==> src/hw/rtl/ptc_pkg.sv <==
// Shared types and constants for the PID temperature controller.
package ptc_pkg;

    // Field widths
    localparam int TEMP_W   = 16;                 // Q8.8 temperature
    localparam int ERR_W    = 17;                 // measured minus setpoint
    localparam int INTEG_W  = 18;                 // saturated error sum
    localparam int DIFF_W   = 18;                 // last error minus error
    localparam int GAIN_W   = 16;
    localparam int DRIVE_W  = 12;
    localparam int FRAC_W   = 8;
    localparam int PROD_P_W = GAIN_W + 1 + ERR_W;
    localparam int PROD_I_W = GAIN_W + 1 + INTEG_W;
    localparam int PROD_D_W = GAIN_W + 1 + DIFF_W;
    localparam int ACC_W    = 37;

    // Limits
    localparam int INTEG_LIMIT   = 76800;          // 300.0 in Q8.8
    localparam int DRIVE_MAX     = 3000;
    localparam int DRIVE_LIMIT_Q = DRIVE_MAX * (1 << FRAC_W);

    // Register reset values
    localparam logic [GAIN_W-1:0]        PROP_GAIN_RST    = 16'd3000;
    localparam logic [GAIN_W-1:0]        INTEG_GAIN_RST   = 16'd4;
    localparam logic [GAIN_W-1:0]        DERIV_GAIN_RST   = 16'd0;
    localparam logic signed [GAIN_W-1:0] DRIVE_OFFSET_RST = 16'sd0;

    // Configuration register map
    localparam int CFG_IDX_W  = 2;
    localparam int CFG_DATA_W = 16;

    typedef enum logic [CFG_IDX_W-1:0] {
        CFG_PROP_GAIN    = 2'd0,
        CFG_INTEG_GAIN   = 2'd1,
        CFG_DERIV_GAIN   = 2'd2,
        CFG_DRIVE_OFFSET = 2'd3
    } cfg_index_t;

    typedef logic signed [TEMP_W-1:0] temp_t;
    typedef logic [DRIVE_W-1:0]       drive_t;

endpackage

==> src/hw/rtl/ptc_if.sv <==
// Valid/ready channel interfaces for samples and drive results.
interface ptc_sample_if;
    import ptc_pkg::*;

    logic  valid;
    logic  ready;
    temp_t setpoint;
    temp_t measured;

    modport source (output valid, output setpoint, output measured, input ready);
    modport sink   (input valid, input setpoint, input measured, output ready);
endinterface

interface ptc_result_if;
    import ptc_pkg::*;

    logic   valid;
    logic   ready;
    drive_t drive;

    modport source (output valid, output drive, input ready);
    modport sink   (input valid, input drive, output ready);
endinterface

==> src/hw/rtl/pid_temperature_controller.sv <==
// PID temperature controller: error, saturating integral, gain products and drive clamp.
// The integral and last-error state update as a sample moves from stage 0 to stage 1.
// Throughput: one sample per cycle while result.ready does not stall the pipeline.
// Stages: input register, error/integral, three gain multipliers, sum and clamp.
// Reset (rst_n, asynchronous, active low) clears the integral, last error and all
// valid flags, and loads the gain and offset registers with their default values.
module pid_temperature_controller (
    input  logic                              clk,
    input  logic                              rst_n,
    input  logic                              cfg_we,
    input  logic [ptc_pkg::CFG_IDX_W-1:0]     cfg_index,
    input  logic [ptc_pkg::CFG_DATA_W-1:0]    cfg_data,
    ptc_sample_if.sink                        sample,
    ptc_result_if.source                      result
);
    import ptc_pkg::*;

    // Configuration registers
    logic [GAIN_W-1:0]        prop_gain_reg;
    logic [GAIN_W-1:0]        integ_gain_reg;
    logic [GAIN_W-1:0]        deriv_gain_reg;
    logic signed [GAIN_W-1:0] drive_offset_reg;

    // Controller state
    logic signed [INTEG_W-1:0] integral_sum_reg;
    logic signed [ERR_W-1:0]   last_error_reg;

    // Stage 0: captured sample
    logic  v0_reg;
    temp_t setpoint_reg;
    temp_t measured_reg;

    // Stage 1: error terms
    logic                      v1_reg;
    logic signed [ERR_W-1:0]   err_reg;
    logic signed [INTEG_W-1:0] integ_reg;
    logic signed [DIFF_W-1:0]  diff_reg;

    // Stage 2: products
    logic                       v2_reg;
    logic signed [PROD_P_W-1:0] prod_p_reg;
    logic signed [PROD_I_W-1:0] prod_i_reg;
    logic signed [PROD_D_W-1:0] prod_d_reg;

    // Stage 3: result
    logic   v3_reg;
    drive_t drive_reg;

    // Stage advance enables
    logic adv0, adv1, adv2, adv3;
    logic xfer01;

    logic signed [ERR_W-1:0]   err_next;
    logic signed [INTEG_W:0]   integ_raw;
    logic signed [INTEG_W-1:0] integ_next;
    logic signed [DIFF_W-1:0]  diff_next;
    logic signed [ACC_W-1:0]   acc;
    drive_t                    drive_next;

    assign adv3   = !v3_reg || result.ready;
    assign adv2   = !v2_reg || adv3;
    assign adv1   = !v1_reg || adv2;
    assign adv0   = !v0_reg || adv1;
    assign xfer01 = v0_reg && adv1;

    assign sample.ready = adv0;
    assign result.valid = v3_reg;
    assign result.drive = drive_reg;

    // Register writes
    always_ff @(posedge clk or negedge rst_n)
    begin
        if (!rst_n)
        begin
            prop_gain_reg    <= PROP_GAIN_RST;
            integ_gain_reg   <= INTEG_GAIN_RST;
            deriv_gain_reg   <= DERIV_GAIN_RST;
            drive_offset_reg <= DRIVE_OFFSET_RST;
        end
        else if (cfg_we)
        begin
            unique case (cfg_index_t'(cfg_index))
                CFG_PROP_GAIN:    prop_gain_reg    <= cfg_data;
                CFG_INTEG_GAIN:   integ_gain_reg   <= cfg_data;
                CFG_DERIV_GAIN:   deriv_gain_reg   <= cfg_data;
                CFG_DRIVE_OFFSET: drive_offset_reg <= $signed(cfg_data);
            endcase
        end
    end

    // Error, saturated integral and derivative difference
    always_comb
    begin
        err_next  = ERR_W'(measured_reg) - ERR_W'(setpoint_reg);
        integ_raw = (INTEG_W + 1)'(integral_sum_reg) + (INTEG_W + 1)'(err_next);
        priority if (integ_raw > (INTEG_W + 1)'(INTEG_LIMIT))
            integ_next = INTEG_W'(INTEG_LIMIT);
        else if (integ_raw < -(INTEG_W + 1)'(INTEG_LIMIT))
            integ_next = -INTEG_W'(INTEG_LIMIT);
        else
            integ_next = integ_raw[INTEG_W-1:0];
        diff_next = DIFF_W'(last_error_reg) - DIFF_W'(err_next);
    end

    // Sum of the terms, clamp and truncation to integer
    always_comb
    begin
        acc = ACC_W'(prod_p_reg) + ACC_W'(prod_i_reg) + ACC_W'(prod_d_reg)
            + (ACC_W'(drive_offset_reg) <<< FRAC_W);
        priority if (acc < 0)
            drive_next = '0;
        else if (acc > ACC_W'(DRIVE_LIMIT_Q))
            drive_next = DRIVE_W'(DRIVE_MAX);
        else
            drive_next = acc[FRAC_W +: DRIVE_W];
    end

    // Valid flags and controller state
    always_ff @(posedge clk or negedge rst_n)
    begin
        if (!rst_n)
        begin
            v0_reg           <= 1'b0;
            v1_reg           <= 1'b0;
            v2_reg           <= 1'b0;
            v3_reg           <= 1'b0;
            integral_sum_reg <= '0;
            last_error_reg   <= '0;
        end
        else
        begin
            if (adv0)
                v0_reg <= sample.valid;
            if (adv1)
                v1_reg <= v0_reg;
            if (adv2)
                v2_reg <= v1_reg;
            if (adv3)
                v3_reg <= v2_reg;
            if (xfer01)
            begin
                integral_sum_reg <= integ_next;
                last_error_reg   <= err_next;
            end
        end
    end

    // Payload registers
    always_ff @(posedge clk)
    begin
        if (adv0 && sample.valid)
        begin
            setpoint_reg <= sample.setpoint;
            measured_reg <= sample.measured;
        end
        if (xfer01)
        begin
            err_reg   <= err_next;
            integ_reg <= integ_next;
            diff_reg  <= diff_next;
        end
        if (v1_reg && adv2)
        begin
            prod_p_reg <= $signed({1'b0, prop_gain_reg}) * err_reg;
            prod_i_reg <= $signed({1'b0, integ_gain_reg}) * integ_reg;
            prod_d_reg <= $signed({1'b0, deriv_gain_reg}) * diff_reg;
        end
        if (v2_reg && adv3)
            drive_reg <= drive_next;
    end

    // Checks
    a_integ_range: assert property (@(posedge clk) disable iff (!rst_n)
        (integral_sum_reg <= INTEG_W'(INTEG_LIMIT)) &&
        (integral_sum_reg >= -INTEG_W'(INTEG_LIMIT)))
        else $error("integral outside its saturation limits");

    a_drive_range: assert property (@(posedge clk) disable iff (!rst_n)
        v3_reg |-> (drive_reg <= DRIVE_W'(DRIVE_MAX)))
        else $error("drive above its upper limit");

    a_state_hold: assert property (@(posedge clk) disable iff (!rst_n)
        !xfer01 |=> ($stable(integral_sum_reg) && $stable(last_error_reg)))
        else $error("controller state changed without a sample moving on");

    a_state_track: assert property (@(posedge clk) disable iff (!rst_n)
        xfer01 |=> (last_error_reg == err_reg) && (integral_sum_reg == integ_reg) && v1_reg)
        else $error("stored state does not match the stage that left it");

endmodule
==> src/flat_wrapper.sv <==
// flat-port wrapper written by rule: the top's interface ports become plain ports
module pid_temperature_controller_flat import ptc_pkg::*;
  (clk, rst_n, cfg_we, cfg_index, cfg_data, sample_valid, sample_setpoint, sample_measured, sample_ready, result_valid, result_drive, result_ready);
  ptc_sample_if sample_i ();
  ptc_result_if result_i ();
  input  logic clk;
  input  logic rst_n;
  input  logic cfg_we;
  input  logic [ptc_pkg::CFG_IDX_W-1:0] cfg_index;
  input  logic [ptc_pkg::CFG_DATA_W-1:0] cfg_data;
  input wire logic [$bits(sample_i.valid)-1:0] sample_valid;
  input wire logic [$bits(sample_i.setpoint)-1:0] sample_setpoint;
  input wire logic [$bits(sample_i.measured)-1:0] sample_measured;
  output wire logic [$bits(sample_i.ready)-1:0] sample_ready;
  output wire logic [$bits(result_i.valid)-1:0] result_valid;
  output wire logic [$bits(result_i.drive)-1:0] result_drive;
  input wire logic [$bits(result_i.ready)-1:0] result_ready;
  assign sample_i.valid = sample_valid;
  assign sample_i.setpoint = sample_setpoint;
  assign sample_i.measured = sample_measured;
  assign sample_ready = sample_i.ready;
  assign result_valid = result_i.valid;
  assign result_drive = result_i.drive;
  assign result_i.ready = result_ready;
  pid_temperature_controller u_core (.clk(clk), .rst_n(rst_n), .cfg_we(cfg_we), .cfg_index(cfg_index), .cfg_data(cfg_data), .sample(sample_i), .result(result_i));
endmodule
==> config.mk <==
export PLATFORM = sky130hd
export DESIGN_NAME = pid_temperature_controller_flat
export DESIGN_NICKNAME = d
export VERILOG_FILES = /design/src/hw/rtl/ptc_pkg.sv /design/src/hw/rtl/ptc_if.sv /design/src/hw/rtl/pid_temperature_controller.sv /design/src/flat_wrapper.sv
export SDC_FILE = /design/constraint.sdc
export NUM_CORES = 2
export LEC_CHECK = 0
export BUFFER_PORTS_ARGS = -buffer_cell sky130_fd_sc_hd__buf_2
export CAP_MARGIN = 10
export CORE_MARGIN = 3
export CORE_UTILIZATION = 37
export CTS_CLUSTER_SIZE = 16
export DETAILED_ROUTE_END_ITERATION = 10
export MAX_ROUTING_LAYER = met4
export PLACE_DENSITY_LB_ADDON = 0.3
export SLEW_MARGIN = 20
export SYNTH_ARGS = -nofsm -noshare
export SYNTH_HDL_FRONTEND = slang
export SYNTH_SLANG_ARGS = --single-unit
==> constraint.sdc <==
create_clock -name clk -period 8.2 [get_ports clk]
set_input_delay 1.64 -clock clk [delete_from_list [all_inputs] [get_ports clk]]
set_output_delay 1.64 -clock clk [all_outputs]
set_load 0.03 [all_outputs]
==> results by group <==
Layout
  – Filler cell count in the final layout: 12732
  – Proportion of layout cells with a drive suffix above 1: 5.22%
  – Area delta synth->final: 7.20%
  – Highest-count cells in the layout ignoring fill and taps: sky130_fd_sc_hd__inv_1 (1284), sky130_fd_sc_hd__fa_1 (862), sky130_fd_sc_hd__nand2_1 (572)
  – Final layout net count: 6305
  – Area of the multi-input gates: 0.0340 sq mm
  – Area used by sequential logic in the layout: 0.00862 sq mm
  – Leading cell type in the layout, fill and taps excluded: sky130_fd_sc_hd__inv_1

Die
  – Cell row count: 131
  – Vert. Die Dim: 366 microns
  – Overall die area: 0.134 sq mm
  – Die extent in x: 366 microns
  – Placeable core region: 0.128 sq mm
  – Io pins: 69
  – Starting utilization of the core area: 37.5%

Drt
  – Number of iterations in the first detailed-routing pass: 6
  – Vias: 32949
  – Drt initial violations: 2038
  – Total Routed Length: 127000 microns
  – Via-to-Cell Ratio: 4.88
  – # DRC: 0
  – Mean routed wirelength per cell: 18.8 microns
  – Antenna Violating Nets Remaining: 0

Timing
  – Fin. max-slew vios: 0
  – Share of the cycle needed by the critical path after routing: 88.4%
  – Time the final worst path needs with I/O delays and setup: 7250 ps
  – Timing-limited maximum frequency: 138 MHz
  – Transition at the pin with the smallest max-transition slack: 1030 ps
  – # setup viols final: 0
  – Number of hold-slack violations in the final timing report: 0
  – Unrepaired setup endpoints after global routing: no
  – Slew HR: 31.1%
  – Final TNS setup: 0 ps
  – Clock skew after layout: 30.6 ps

Critical path
  – Signal arrival time at the worst endpoint: 7520 ps
  – Crit-path slowest cell: sky130_fd_sc_hd__dfrtp_1
  – Internal reg-to-reg setup slack: 950 ps
  – Critical Path Source Type: register
  – Worst flop-to-flop path startpoint: u_core.integ_gain_reg[8]
  – Bufs and invs on worst path: 5
  – Worst Reg-to-Reg Cells: 23
  – Highest net fanout along the worst path: 19
  – Reg-to-reg critical path endpoint: u_core.prod_i_reg[34]
  – CP Cell Sequence: nand2_1, fa_1, inv_1, fa_1, inv_1, fa_1, inv_1, fa_1, fa_1, inv_1, fa_1, inv_1, ha_1, nand4_1, a21oi_1, o31ai_1, a31oi_1, a41o_1, a21oi_1, o21bai_1, nand3_1, a32oi_1, xnor2_1
  – Critical path required time: 8480 ps
  – Cell type group with the largest total delay on the critical path: adder cells
  – Most prevalent standard cell on the critical path: sky130_fd_sc_hd__fa_1
  – Setup crit end kind: register
  – Highest cell delay on the worst timing path: 950 ps
  – Setup Crit Path Kind: reg -> reg

Clock tree
  – Worst-path clk slew: 60 ps
  – H-tree Lvls: 2
  – Insertion delay to the later sink of the worst-skew pair: 590 ps
  – Hold-fix buffers at CTS: 0
  – Bufs on Longest Clock Path: 3
  – Clock buffers created by TritonCTS: 39
  – Number of gates resized after CTS: 0
  – CTS tree: yes
  – CTS Root Cell: sky130_fd_sc_hd__clkbuf_16
  – Buffers inserted by post-CTS timing repair: 0
  – Clk sinks: 304

Synthesis
  – Post-synthesis cell area: 0.0480 sq mm
  – Register area share after synthesis: 18.0%
  – Number of synthesis warnings: 0
  – Total nets after synthesis: 6327
  – Count of flip-flops with a built-in enable after synthesis: 201
  – Number of synthesized register bits: 304
  – Synth async-reset ratio: 33.9%
  – Mapped Avg Cell Area: 9.58 sq um
  – Number of distinct library cells after synthesis: 85
  – Flip-flop cell with the highest count after synthesis: sky130_fd_sc_hd__edfxtp_1
  – Gate Count Post-Synth: 5012

Global routing
  – Aggregate global routing overflow: 0
  – Pin count of the biggest net entering global routing: 74
  – Global-route total usage across every layer: 19.7%
  – Number of antenna violations at the first check in global routing: 10
  – Via count of the first global-routing pass: 34291
  – First-pass GRT wire length: 200000 microns

Flow run
  – Max cap viols: 0

Run status
  – Status: completed

Min path
  – WHS Path Cells: 2
  – Startpoint of the worst hold path: u_core.last_error_reg[0]
  – Hold Path Sink: u_core.last_error_reg[0]
  – Min-Delay Path Class: reg -> reg

Place
  – Count of port buffers added during placement: 68
  – Gpl congestion: 0.892
  – HPWL after detailed placement: 103000 microns
==> cells in the mapped netlist (15+ instances only) <==
cell type | instances | area [sq um]
sky130_fd_sc_hd__fa_1 | 862 | 17300
sky130_fd_sc_hd__o211ai_1 | 16 | 120
sky130_fd_sc_hd__nor2b_1 | 32 | 200
sky130_fd_sc_hd__o21a_1 | 22 | 165
sky130_fd_sc_hd__nor2_1 | 124 | 465
sky130_fd_sc_hd__and3_1 | 16 | 100
sky130_fd_sc_hd__clkbuf_1 | 144 | 541
sky130_fd_sc_hd__and2_1 | 401 | 2510
sky130_fd_sc_hd__xnor2_1 | 115 | 1010
sky130_fd_sc_hd__inv_1 | 1284 | 4820
sky130_fd_sc_hd__mux2_2 | 72 | 811
sky130_fd_sc_hd__a31oi_1 | 15 | 93.8
sky130_fd_sc_hd__nand3_1 | 43 | 215
sky130_fd_sc_hd__o21ai_0 | 91 | 455
sky130_fd_sc_hd__ha_1 | 398 | 4980
sky130_fd_sc_hd__xor2_1 | 49 | 429
sky130_fd_sc_hd__nand2_1 | 572 | 2150
sky130_fd_sc_hd__nand4_1 | 16 | 100
sky130_fd_sc_hd__nand2b_1 | 22 | 138
sky130_fd_sc_hd__a211oi_1 | 20 | 150
sky130_fd_sc_hd__nor3_1 | 30 | 150
sky130_fd_sc_hd__edfxtp_1 | 201 | 6040
sky130_fd_sc_hd__o21bai_1 | 17 | 128
sky130_fd_sc_hd__a21oi_1 | 130 | 651
sky130_fd_sc_hd__a21o_1 | 45 | 338
sky130_fd_sc_hd__dfrtp_1 | 95 | 2380
==> how the worst max path moves through the flow <==
stage / startpoint / endpoint / slack (ps) / cells after the start
floorplan: u_core.deriv_gain_reg[8] / u_core.prod_d_reg[33] / 1750 / 23
global placement: u_core.integ_gain_reg[8] / u_core.prod_i_reg[34] / 980 / 23
detailed placement: u_core.integ_gain_reg[8] / u_core.prod_i_reg[34] / 940 / 23
CTS: u_core.integ_gain_reg[8] / u_core.prod_i_reg[34] / 910 / 23
global route: u_core.integ_gain_reg[8] / u_core.prod_i_reg[34] / 530 / 23
finish: u_core.integ_gain_reg[8] / u_core.prod_i_reg[34] / 950 / 23
==> area by class of cell <==
class	instances	share of cell area, %
multi-input cells	3271	66.1
flip-flops and latches	304	16.8
inverters	1286	9.38
well taps	1729	4.20
clock buffers	48	2.02
repair buffers	88	0.965
clock inverters	24	0.593
diodes	5	0.0243
==> worst min-delay path, cell delays in order, from the launching register on <==
cell                      delay [ps]
sky130_fd_sc_hd__dfrtp_1         340
sky130_fd_sc_hd__nand2_1          40
sky130_fd_sc_hd__o21ai_0          60
==> cells by family (layout without fill, tap and decap cells) <==
logic type	count (synthesis)	count (layout)	share of synthesized area, %
buffers and inverters	1437	1446	11.2
and+or+nand+nor	1298	1298	13.2
adders and majority gates	1260	1260	46.3
AOI/OAI and AO/OA	471	471	6.46
DFF	304	304	18.0
xor gates and xnor gates	164	164	2.99
muxes	78	78	1.81
other	0	5	0
==> routing by layer <==
metal	track usage (%)	share of wire, %
met4	4.40	2.4
met5	-	0
met3	3.02	6.1
met2	30.3	45
met1	27.5	46
==> per-stage QoR <==
step           cells  worst slack, ps  instance area, sq um  hold slack (ps)  util, %
2_1_floorplan   5012             1750                 48000              450        -
3_3_place_gp    6677              981                 50100              464     39.1
3_5_place_dp    6677              936                 50100              473     39.1
4_1_cts         6749              905                 51400              487     40.1
5_1_grt         6752              534                 51500              514     40.2
6_report        6755              953                 51500              483     40.2
Power is not shown: default switching activity piles up to over one toggle a cycle in this logic, so the estimate is an artifact.
